--- config.mk ---
export PLATFORM = sky130hd
export DESIGN_NAME = relay_power_guard_fsm_flat
export DESIGN_NICKNAME = d
export VERILOG_FILES = /design/src/sv/rpg_pkg.sv /design/src/sv/rpg_in_if.sv /design/src/sv/rpg_out_if.sv /design/src/sv/rpg_core.sv /design/src/sv/relay_power_guard_fsm.sv /design/src/flat_wrapper.sv
export SDC_FILE = /design/constraint.sdc
export NUM_CORES = 1
export LEC_CHECK = 0
export ABC_AREA = 0
export BUFFER_PORTS_ARGS = -buffer_cell sky130_fd_sc_hd__buf_4
export CORE_MARGIN = 1
export CORE_UTILIZATION = 43
export CTS_CLUSTER_SIZE = 24
export DETAILED_ROUTE_END_ITERATION = 10
export PLACE_DENSITY_LB_ADDON = 0.05
export SETUP_SLACK_MARGIN = 0.15
export SLEW_MARGIN = 20
export SYNTH_ARGS = -nofsm -noshare
export SYNTH_HDL_FRONTEND = slang
export SYNTH_HIERARCHICAL = 1
export SYNTH_SLANG_ARGS = --single-unit
--- constraint.sdc ---
create_clock -name i_clk -period 9.8 [get_ports i_clk]
set_input_delay 1.47 -clock i_clk [delete_from_list [all_inputs] [get_ports i_clk]]
set_output_delay 1.47 -clock i_clk [all_outputs]
set_load 0.01 [all_outputs]
--- src/sv/rpg_pkg.sv ---
// Shared types and constants for the relay power guard.
// Used by the channel interfaces, the mode core and the top level.
`default_nettype none

package rpg_pkg;

    localparam int unsigned CNT_W   = 16;
    localparam int unsigned BLINK_W = 8;
    localparam int unsigned CODE_W  = 3;
    localparam int unsigned CFG_IDX_W  = 3;
    localparam int unsigned CFG_DATA_W = 16;

    localparam logic [CNT_W-1:0]   CNT_MAX   = '1;
    localparam logic [BLINK_W-1:0] BLINK_MAX = '1;

    // Register indexes of the configuration port
    localparam logic [CFG_IDX_W-1:0] CFG_STARTUP = 3'd0;
    localparam logic [CFG_IDX_W-1:0] CFG_STOP    = 3'd1;
    localparam logic [CFG_IDX_W-1:0] CFG_RECOVER = 3'd2;
    localparam logic [CFG_IDX_W-1:0] CFG_BLINK   = 3'd3;
    localparam logic [CFG_IDX_W-1:0] CFG_IGNORE  = 3'd4;

    localparam logic [CNT_W-1:0]   RST_STARTUP = 16'd600;
    localparam logic [CNT_W-1:0]   RST_STOP    = 16'd200;
    localparam logic [CNT_W-1:0]   RST_RECOVER = 16'd300;
    localparam logic [BLINK_W-1:0] RST_BLINK   = 8'd3;
    localparam logic               RST_IGNORE  = 1'b1;

    // Mode codes as seen on the result channel
    localparam logic [CODE_W-1:0] CODE_POWERUP  = 3'd0;
    localparam logic [CODE_W-1:0] CODE_RUNNING  = 3'd1;
    localparam logic [CODE_W-1:0] CODE_PSDELAY  = 3'd2;
    localparam logic [CODE_W-1:0] CODE_BLANKING = 3'd3;
    localparam logic [CODE_W-1:0] CODE_TRIPPED  = 3'd4;
    localparam logic [CODE_W-1:0] CODE_SHORT    = 3'd5;

    typedef enum logic [5:0] {
        MODE_POWERUP  = 6'b000001,
        MODE_RUNNING  = 6'b000010,
        MODE_PSDELAY  = 6'b000100,
        MODE_BLANKING = 6'b001000,
        MODE_TRIPPED  = 6'b010000,
        MODE_SHORT    = 6'b100000
    } t_mode;

    typedef struct packed {
        logic off_request;
        logic short_fault;
    } t_in_item;

    typedef struct packed {
        logic              relay_cut;
        logic              green_led;
        logic              red_led;
        logic [CODE_W-1:0] mode_code;
    } t_out_item;

    typedef struct packed {
        logic [CNT_W-1:0]   startup_ticks;
        logic [CNT_W-1:0]   stop_ticks;
        logic [CNT_W-1:0]   recover_ticks;
        logic [BLINK_W-1:0] blink_ticks;
        logic               ignore_false_trip;
    } t_cfg;

    function automatic logic [CODE_W-1:0] mode_code(input t_mode m);
        logic [CODE_W-1:0] code;
        unique case (m)
            MODE_POWERUP:  code = CODE_POWERUP;
            MODE_RUNNING:  code = CODE_RUNNING;
            MODE_PSDELAY:  code = CODE_PSDELAY;
            MODE_BLANKING: code = CODE_BLANKING;
            MODE_TRIPPED:  code = CODE_TRIPPED;
            default:       code = CODE_SHORT;
        endcase
        return code;
    endfunction

endpackage

`default_nettype wire

--- src/sv/rpg_in_if.sv ---
// Tick request channel: valid/ready handshake with one input item.
// Depends on rpg_pkg for the payload type.
`default_nettype none

interface rpg_in_if;
    import rpg_pkg::*;

    logic     valid;
    logic     ready;
    t_in_item data;

    modport source (output valid, output data, input ready);
    modport sink   (input valid, input data, output ready);
endinterface

`default_nettype wire

--- src/sv/rpg_out_if.sv ---
// Result channel: valid/ready handshake with one output item.
// Depends on rpg_pkg for the payload type.
`default_nettype none

interface rpg_out_if;
    import rpg_pkg::*;

    logic      valid;
    logic      ready;
    t_out_item data;

    modport source (output valid, output data, input ready);
    modport sink   (input valid, input data, output ready);
endinterface

`default_nettype wire

--- src/sv/rpg_core.sv ---
// Mode state, delay and blink counters, LED and relay drive of the guard.
// Advances one tick per i_step; depends on rpg_pkg.
`default_nettype none

module rpg_core (
    input  wire logic              i_clk,
    input  wire logic              i_rst_n,
    input  wire logic              i_step,
    input  wire rpg_pkg::t_in_item i_item,
    input  wire rpg_pkg::t_cfg     i_cfg,
    output rpg_pkg::t_out_item     o_item
);
    import rpg_pkg::*;

    t_mode              r_mode,  n_mode;
    logic [CNT_W-1:0]   r_delay, n_delay;
    logic [BLINK_W-1:0] r_blink, n_blink;
    logic               r_green, n_green;
    logic               r_red,   n_red;
    logic               r_relay, n_relay;

    t_mode              cur_mode;
    logic [CNT_W-1:0]   delay_inc;
    logic [BLINK_W-1:0] blink_inc;
    logic               blink_due;

    assign cur_mode  = i_item.short_fault ? MODE_SHORT : r_mode;
    assign delay_inc = (r_delay != CNT_MAX) ? r_delay + 1'b1 : r_delay;
    assign blink_inc = (r_blink != BLINK_MAX) ? r_blink + 1'b1 : r_blink;
    assign blink_due = blink_inc > i_cfg.blink_ticks;

    always_comb begin
        n_mode  = cur_mode;
        n_delay = r_delay;
        n_blink = r_blink;
        n_green = r_green;
        n_red   = r_red;
        n_relay = r_relay;

        unique case (cur_mode)
            MODE_POWERUP: begin
                n_relay = 1'b0;
                n_green = 1'b1;
                n_delay = delay_inc;
                n_blink = blink_due ? '0 : blink_inc;
                if (blink_due) begin
                    n_red = ~r_red;
                end
                if (delay_inc > i_cfg.startup_ticks) begin
                    n_mode  = i_item.off_request ? MODE_BLANKING : MODE_RUNNING;
                    n_green = 1'b0;
                    n_red   = 1'b0;
                    n_delay = '0;
                    n_blink = '0;
                end
            end
            MODE_RUNNING: begin
                n_relay = 1'b0;
                n_red   = 1'b0;
                n_green = 1'b1;
                n_delay = '0;
                n_blink = '0;
                if (i_item.off_request) begin
                    n_mode  = MODE_PSDELAY;
                    n_green = 1'b0;
                end
            end
            MODE_PSDELAY: begin
                n_relay = 1'b0;
                n_red   = 1'b0;
                n_delay = delay_inc;
                n_blink = blink_due ? '0 : blink_inc;
                if (blink_due) begin
                    n_green = ~r_green;
                end
                if (delay_inc > i_cfg.stop_ticks) begin
                    // a request gone by timeout counts as a false trip
                    n_mode  = (i_cfg.ignore_false_trip && !i_item.off_request)
                              ? MODE_RUNNING : MODE_BLANKING;
                    n_green = 1'b0;
                    n_delay = '0;
                    n_blink = '0;
                end
            end
            MODE_BLANKING: begin
                n_relay = 1'b1;
                n_delay = delay_inc;
                n_blink = blink_due ? '0 : blink_inc;
                if (blink_due) begin
                    n_red   = ~r_red;
                    n_green = ~r_green;
                end
                if (delay_inc > i_cfg.recover_ticks) begin
                    n_green = 1'b0;
                    n_red   = 1'b0;
                    n_delay = '0;
                    n_blink = '0;
                    if (i_item.off_request) begin
                        n_mode = MODE_TRIPPED;
                    end else begin
                        n_mode  = MODE_POWERUP;
                        n_relay = 1'b0;
                    end
                end
            end
            MODE_TRIPPED: begin
                n_relay = 1'b1;
                n_red   = 1'b1;
                n_green = 1'b0;
                if (!i_item.off_request) begin
                    n_mode  = MODE_POWERUP;
                    n_relay = 1'b0;
                    n_red   = 1'b0;
                    n_delay = '0;
                    n_blink = '0;
                end
            end
            default: begin
                n_mode  = MODE_SHORT;
                n_relay = 1'b1;
                n_delay = '0;
                n_blink = blink_due ? '0 : blink_inc;
                // alternate the two LEDs, green leading
                if (blink_due) begin
                    n_red   = r_green;
                    n_green = ~r_green;
                end
            end
        endcase
    end

    always_ff @(posedge i_clk) begin
        if (!i_rst_n) begin
            r_mode  <= MODE_POWERUP;
            r_delay <= '0;
            r_blink <= '0;
            r_green <= 1'b0;
            r_red   <= 1'b0;
            r_relay <= 1'b0;
        end else if (i_step) begin
            r_mode  <= n_mode;
            r_delay <= n_delay;
            r_blink <= n_blink;
            r_green <= n_green;
            r_red   <= n_red;
            r_relay <= n_relay;
        end
    end

    assign o_item.relay_cut = r_relay;
    assign o_item.green_led = r_green;
    assign o_item.red_led   = r_red;
    assign o_item.mode_code = mode_code(r_mode);

endmodule

`default_nettype wire

--- src/sv/relay_power_guard_fsm.sv ---
// Top level of the relay power guard: handshake, input register, config registers.
// Depends on rpg_pkg, rpg_in_if, rpg_out_if and rpg_core.
//
//   channel   direction  payload                                     handshake
//   i_in      in         off_request, short_fault                    valid/ready
//   o_out     out        relay_cut, green_led, red_led, mode_code    valid/ready
//   i_cfg_*   in         index 0..4, data 16 bit                     write enable
//
// One request per cycle sustained while o_out.ready is high; a result is valid on
// o_out once its request passes the input register, then the result registers (mode/counter).
// The result register holds while o_out.ready is low; the input register takes one
// more request and then i_in.ready drops until the result drains.
// Reset is synchronous, holds i_in.ready low and restores the register defaults
// and powerup mode.
`default_nettype none

module relay_power_guard_fsm (
    input  wire logic                         i_clk,
    input  wire logic                         i_rst_n,
    rpg_in_if.sink                            i_in,
    rpg_out_if.source                         o_out,
    input  wire logic                         i_cfg_we,
    input  wire logic [rpg_pkg::CFG_IDX_W-1:0]  i_cfg_index,
    input  wire logic [rpg_pkg::CFG_DATA_W-1:0] i_cfg_data
);
    import rpg_pkg::*;

    t_cfg     r_cfg;
    logic     r_in_valid;
    t_in_item r_in_item;
    logic     r_out_valid;
    logic     step;

    // advance the held request into the state when the result slot is free
    assign step        = r_in_valid && (!r_out_valid || o_out.ready);
    assign i_in.ready  = i_rst_n && (!r_in_valid || step);
    assign o_out.valid = r_out_valid;

    always_ff @(posedge i_clk) begin
        if (!i_rst_n) begin
            r_cfg.startup_ticks     <= RST_STARTUP;
            r_cfg.stop_ticks        <= RST_STOP;
            r_cfg.recover_ticks     <= RST_RECOVER;
            r_cfg.blink_ticks       <= RST_BLINK;
            r_cfg.ignore_false_trip <= RST_IGNORE;
        end else if (i_cfg_we) begin
            unique case (i_cfg_index)
                CFG_STARTUP: r_cfg.startup_ticks     <= i_cfg_data;
                CFG_STOP:    r_cfg.stop_ticks        <= i_cfg_data;
                CFG_RECOVER: r_cfg.recover_ticks     <= i_cfg_data;
                CFG_BLINK:   r_cfg.blink_ticks       <= i_cfg_data[BLINK_W-1:0];
                CFG_IGNORE:  r_cfg.ignore_false_trip <= i_cfg_data[0];
                default: ;
            endcase
        end
    end

    always_ff @(posedge i_clk) begin
        if (!i_rst_n) begin
            r_in_valid  <= 1'b0;
            r_out_valid <= 1'b0;
        end else begin
            if (i_in.ready) begin
                r_in_valid <= i_in.valid;
            end
            if (step) begin
                r_out_valid <= 1'b1;
            end else if (o_out.ready) begin
                r_out_valid <= 1'b0;
            end
        end
    end

    always_ff @(posedge i_clk) begin
        if (i_in.valid && i_in.ready) begin
            r_in_item <= i_in.data;
        end
    end

    rpg_core u_core (
        .i_clk   (i_clk),
        .i_rst_n (i_rst_n),
        .i_step  (step),
        .i_item  (r_in_item),
        .i_cfg   (r_cfg),
        .o_item  (o_out.data)
    );

endmodule

`default_nettype wire
--- src/flat_wrapper.sv ---
// flat-port wrapper written by rule: the top's interface ports become plain ports
module relay_power_guard_fsm_flat import rpg_pkg::*;
  (i_clk, i_rst_n, i_cfg_we, i_cfg_index, i_cfg_data, i_in_valid, i_in_data, i_in_ready, o_out_valid, o_out_data, o_out_ready);
  rpg_in_if i_in_i ();
  rpg_out_if o_out_i ();
  input  wire logic i_clk;
  input  wire logic i_rst_n;
  input  wire logic i_cfg_we;
  input  wire logic [rpg_pkg::CFG_IDX_W-1:0] i_cfg_index;
  input  wire logic [rpg_pkg::CFG_DATA_W-1:0] i_cfg_data;
  input wire logic [$bits(i_in_i.valid)-1:0] i_in_valid;
  input wire logic [$bits(i_in_i.data)-1:0] i_in_data;
  output wire logic [$bits(i_in_i.ready)-1:0] i_in_ready;
  output wire logic [$bits(o_out_i.valid)-1:0] o_out_valid;
  output wire logic [$bits(o_out_i.data)-1:0] o_out_data;
  input wire logic [$bits(o_out_i.ready)-1:0] o_out_ready;
  assign i_in_i.valid = i_in_valid;
  assign i_in_i.data = i_in_data;
  assign i_in_ready = i_in_i.ready;
  assign o_out_valid = o_out_i.valid;
  assign o_out_data = o_out_i.data;
  assign o_out_i.ready = o_out_ready;
  relay_power_guard_fsm u_core (.i_clk(i_clk), .i_rst_n(i_rst_n), .i_in(i_in_i), .o_out(o_out_i), .i_cfg_we(i_cfg_we), .i_cfg_index(i_cfg_index), .i_cfg_data(i_cfg_data));
endmodule
; ---- Word level (Yosys, flattened, before mapping)
; Index checks and enable logic that the tools add are counted.
[op_classes]
addsub = 2
order_cmp = 4
n_eq_ne = 17
mux = 40
n_bitwise = 2
n_reduce_logical = 21
[op_table]
columns = operator, count
row1 = 16-bit two-way mux, 5
row2 = 16-bit case mux with 4 select lines, 1
row3 = 16-bit > comparator, 3
row4 = 8-bit two-way mux, 6
row5 = 8-bit case mux with 5 select lines, 1
row6 = 6-bit two-way mux, 6
row7 = 6-bit case mux with 5 select lines, 1
row8 = "16-bit by 1-bit adder with 16-bit output, second input constant", 1
row9 = "16-bit != test, second input constant", 1
row10 = 3-bit case mux with 5 select lines, 1
row11 = 2-bit AND reduction, 7
row12 = 1-bit two-way mux, 13
row13 = "6-bit by 1-bit == test with 1-bit output, second input constant", 2
row14 = "6-bit by 2-bit == test with 1-bit output, second input constant", 2
row15 = "6-bit by 3-bit == test with 1-bit output, second input constant", 2
row16 = "6-bit by 4-bit == test with 1-bit output, second input constant", 2
row17 = "6-bit by 5-bit == test with 1-bit output, second input constant", 2
row18 = "8-bit by 1-bit adder with 8-bit output, second input constant", 1
row19 = 8-bit > comparator, 1
row20 = 4-bit two-way mux, 2
row21 = "8-bit != test, second input constant", 1
row22 = "3-bit by 2-bit == test with 1-bit output, second input constant", 2
row23 = 5-bit two-way mux, 1
row24 = 1-bit case mux with 5 select lines, 1
row25 = 14 further kinds, 21
[totals]
register_bits = 94
inputBits = 26
output_inout_bits = 8
word_cells = 101

; ---- Depth between registers and ports, before layout
[depth]
depth_word = 6
depth_mapped = 18
ltp_nobuf = 17

; ---- Modules after synthesis
; The synthesis kept the hierarchy.
[by_module_without_submodules]
columns = mod, instances, cells_per_inst, area_each_um2, seq_area_each_um2
row1 = rpg_core, 1, 487, 3638.5, 660.6
row2 = relay_power_guard_fsm, 1, 233, 2384.8, 1241.2

; ---- Worst setup path before layout
; OpenSTA, ideal clock, no wires.
[synth_timing]
kind = input -> output
startpoint = input i_rst_n
endpoint = output i_in_ready
t_arrival_ns = 2.343
required_time_ns = 8.330
setup_slack_ns = 5.987
cell_stages = 4
path_buffers = 3
path_cell_list = clkbuf_1 -> clkbuf_1 -> clkbuf_1 -> and2_1
[synth_via]
elab_chain_cells = 1
[synth_lines]
columns = item, line_no
row1 = "start, declared", flat_wrapper.sv:7  ; input wire logic i_rst_n;
row2 = 1-bit logical AND, relay_power_guard_fsm.sv:36  ; assign i_in.ready = i_rst_n && (!r_in_valid || step);
row3 = "end, declared", flat_wrapper.sv:13  ; output wire logic [$bits(i_in_i.ready)-1:0] i_in_ready;
; No other way between the ends.

; ---- Worst setup path in the final report
[layout_timing]
startpoint = register u_core.u_core.r_delay[0]
endpoint = register u_core.u_core.r_blink[1]
[layout_via]
elab_chain_cells = 5
word_cells_on_any_way = 10
cone_classes = 1 x add/sub / 3 x order compare / 1 x eq/ne / 5 x mux
[layout_lines]
columns = item, line_no
row1 = "start, declared", rpg_core.sv:16  ; logic [CNT_W-1:0] r_delay, n_delay;
row2 = "start signal, assigned", rpg_core.sv:142  ; r_delay <= n_delay;
row3 = 16-bit by 1-bit adder with 16-bit output / 16-bit != test (equally long branches), rpg_core.sv:28  ; assign delay_inc = (r_delay != CNT_MAX) ? r_delay + 1'b1 : r_delay;
row4 = 16-bit two-way mux (*), rpg_core.sv:28
row5 = "16-bit > comparator, on equally long branches", "rpg_core.sv:93, rpg_core.sv:49, rpg_core.sv:76"
row6 = "8-bit two-way mux, on equally long branches", "rpg_core.sv:93, rpg_core.sv:49, rpg_core.sv:76"
row7 = 8-bit case mux with 5 select lines (*), rpg_core.sv:40  ; unique case (cur_mode)
row8 = "end signal, assigned", rpg_core.sv:143  ; r_blink <= n_blink;
row9 = "end, declared", rpg_core.sv:17  ; logic [BLINK_W-1:0] r_blink, n_blink;
; Every way passes the cells marked *; elsewhere a longest branch is shown, timed or not.
; A chain may end at the register's enable or synchronous reset.

==> impl_results.md <==
- Status: finished, final reports clean
- Synthesized Nets: 801
- Core area: 0.0135 mm^2
- Vias in the first global route: 4744
- IO Pins: 34
- CTS tree: done
- Post-CTS Hold Fix Bufs: 0
- Estimated wirelength of the detail-placed design: 11300 um
- Setup TNS: 0 ps
- Ys async rst share: 0%
- Crit-path cells: ha_1 -> and3_4 -> nand3_1 -> nor2_1 -> nor2_1 -> and4_1 -> nand3_1 -> xnor2_1 -> ha_1 -> and4_1 -> nand2_1 -> or4_1 -> or4_1 -> o211ai_2 -> nand3_4 -> o211ai_1 -> nand2_1
- Worst skew pair latency: 350 ps
- Die X-Extent: 120 um
- Post-route DRC violation count: 0
- DP Worst Slack: 5110 ps
- Number of synthesized flops with an enable pin: 2
- CTS Buf Count: 9
- WP data required: 10040 ps
- Initial Util: 44.8%
- Critical Path Max Stage Delay: 540 ps
- VDD IR max: 131 uV
- Endpoints failing hold: 0
- Die area: 0.0145 mm^2
- Power, Total: 0.855 mW
- Crit Path Max Fanout: 22
- Die Y-Extent: 120 um
- Register clock-pin slew on the reported worst setup and hold paths: 60 ps
- Placed inst area: 0.00639 mm^2
- Post-cts sizing count: 0
- N_diodes: 0
- Final #Nets: 816
- Global route total overflow: 0
- First-pass GRT wire length: 24700 um
- Worst Clk Skew: 6.30 ps
- # setup viols final: 0
- Vias per std cell: 5.48
- Layout cells sized above 1: 10.1%
- Slew @ Worst Pin: 996 ps
- Post-layout min period: 4710 ps
- Largest net degree at the start of global routing: 68
- Via Count: 5018
- HP Class: reg2reg
- Avg Cell Area, Syn: 8.37 um^2
- Remaining antenna violation count: 0
- Leak: 2.81 nW
- Crit path DAT: 4950 ps
- Crit Path Class: reg2reg
- CP top delay family: simple AND/OR/NAND/NOR gates
- Initial DRT Pass Iterations: 8
- Register area share after synthesis: 31.6%
- Maxcap violations: 0
- Post-synthesis cell area: 0.00602 mm^2
- Wire length per cell: 16.4 um
- I/O Buffers: 33
- Ys Warns: 6
- RD Place Congestion: 0.832
- Slew margin rel.: 33.6%
- Routed wire length: 15000 um
- RSZ-0062 raised after global routing: false
- Clk buf depth: 2
- Initial antenna violation count: 0
- Clock sink total: 94
- Setup crit start kind: register
- Yosys reg bits: 94
- Primary FF master, synth: dfxtp_1
- H-tree levels: 3
- Netlist cell types: 62
- Post-CTS Setup Inserts: 0
- Hold slack final: 448 ps
- P per Cell Area: 128 mW/mm^2
- Initial drt markers: 388
- Max Freq: 0.212 GHz
- CP Buf/Inv Count: 0
- Post-route cell area: 0.00670 mm^2
- Most common cell after layout, fill and taps aside: nand2_1
- Area Overhead vs Synth: 11.2%
- Pins Over Slew Limit: 0
- Slowest cell on the critical path: dfxtp_1
- Cells after Synth: 720
- Critical Path Sink Type: register
- Final Cycle Share: 48.0%
- Root Driver: clkbuf_16
- Final WS setup: 5090 ps
- Standard-cell rows: 42
- GRT Overall Usage: 22.1%
- Most frequent cells in the layout: nand2_1, dfxtp_1, inv_1
==> cells by family (layout without fill, tap and decap cells) <==
family	Yosys count	after routing	share of synthesized area, %
simple gates	278	278	23.8
fa+ha+maj	55	55	11.4
xor+xnor	21	21	3.05
flops	94	94	31.6
compound gates	113	113	12.9
buf+inv	98	118	7.06
mux	61	61	10.2
==> stage by stage <==
stage          cells  util, %
2_1_floorplan    720        -
3_3_place_gp     900     47.5
3_5_place_dp     900     47.5
4_1_cts          916     49.8
5_1_grt          916     49.8
6_report         916     49.8
==> registers in the layout, indices dropped and copies added, names as in the netlist <==
register               count
u_core/o_out.valid         1
u_core/u_core/r_delay     16
u_core/r_in_valid          1
u_core/u_core/r_blink      8
u_core/r_in_item           2
u_core/u_core/r_green      1
u_core/r_cfg              57
u_core/u_core/r_mode       6
u_core/u_core/r_relay      1
u_core/u_core/r_red        1
==> per-layer routing <==
metal	global-route usage, %	vias up	part of all wire [%]
li1	-	2540	-
met1	31.0	2373	51
met2	34.6	95	45
met3	4.53	10	3.8
met4	5.32	0	1.0
met5	0	-	0
==> power by group <==
| part | switching, mW | internal [mW] | leakage [nW] | total [mW] |
|---|---|---|---|---|
| combinational | 0.0533 | 0.0381 | 1.90 | 0.0915 |
| clock | 0.152 | 0.212 | 0.152 | 0.363 |
| sequential | 0.00790 | 0.392 | 0.764 | 0.400 |
| total | 0.213 | 0.642 | 2.81 | 0.855 |
==> worst min-delay path, delay by kind of cell (launching register included) <==
| family | cells | cell delay [ps] |
|---|---|---|
| DFF | 1 | 310 |
| and+or+nand+nor | 2 | 90 |
==> area by class of cell <==
| class | instances | area [um^2] |
|---|---|---|
| timing repair buffer | 39 | 293 |
| sequential | 94 | 1900 |
| tap | 176 | 220 |
| fill | 1389 | 6750 |
| clock inverter | 5 | 56.3 |
| inverter | 63 | 236 |
| clock buffer | 11 | 253 |
| multi-input combinational | 528 | 3740 |
==> worst paths after layout <==
kind	startpoint	slack, ps	cells after the start	to
worst min register to register	u_core/u_core/r_blink[5]	450	2	u_core/u_core/r_blink[5]
worst min-delay path	u_core/u_core/r_blink[5]	450	2	u_core/u_core/r_blink[5]
worst max register to register	u_core/u_core/r_delay[0]	5090	17	u_core/u_core/r_blink[1]
worst max-delay path	u_core/u_core/r_delay[0]	5090	17	u_core/u_core/r_blink[1]
==> synthesized netlist by cell type, drive strengths merged, types with 5 or more instances <==
cell type / instances / area, um^2
o211ai: 11 / 106
ha: 55 / 688
a22o: 5 / 43.8
clkbuf: 22 / 82.6
o21a: 6 / 45.0
inv: 62 / 233
a21oi: 32 / 160
nor2: 26 / 97.6
mux2i: 59 / 591
nor2b: 33 / 206
nand4: 15 / 93.8
buf: 13 / 106
a31oi: 6 / 37.5
and2: 5 / 32.5
nand2: 114 / 428
nand3: 35 / 188
dfxtp: 92 / 1840
o21ai: 19 / 95.1
or4: 5 / 45.0
a21o: 9 / 67.6
and3: 7 / 53.8
a211oi: 9 / 67.6
nor3: 11 / 55.1
xnor2: 17 / 149
No activity file was read; power rests on OpenSTA's default activity.
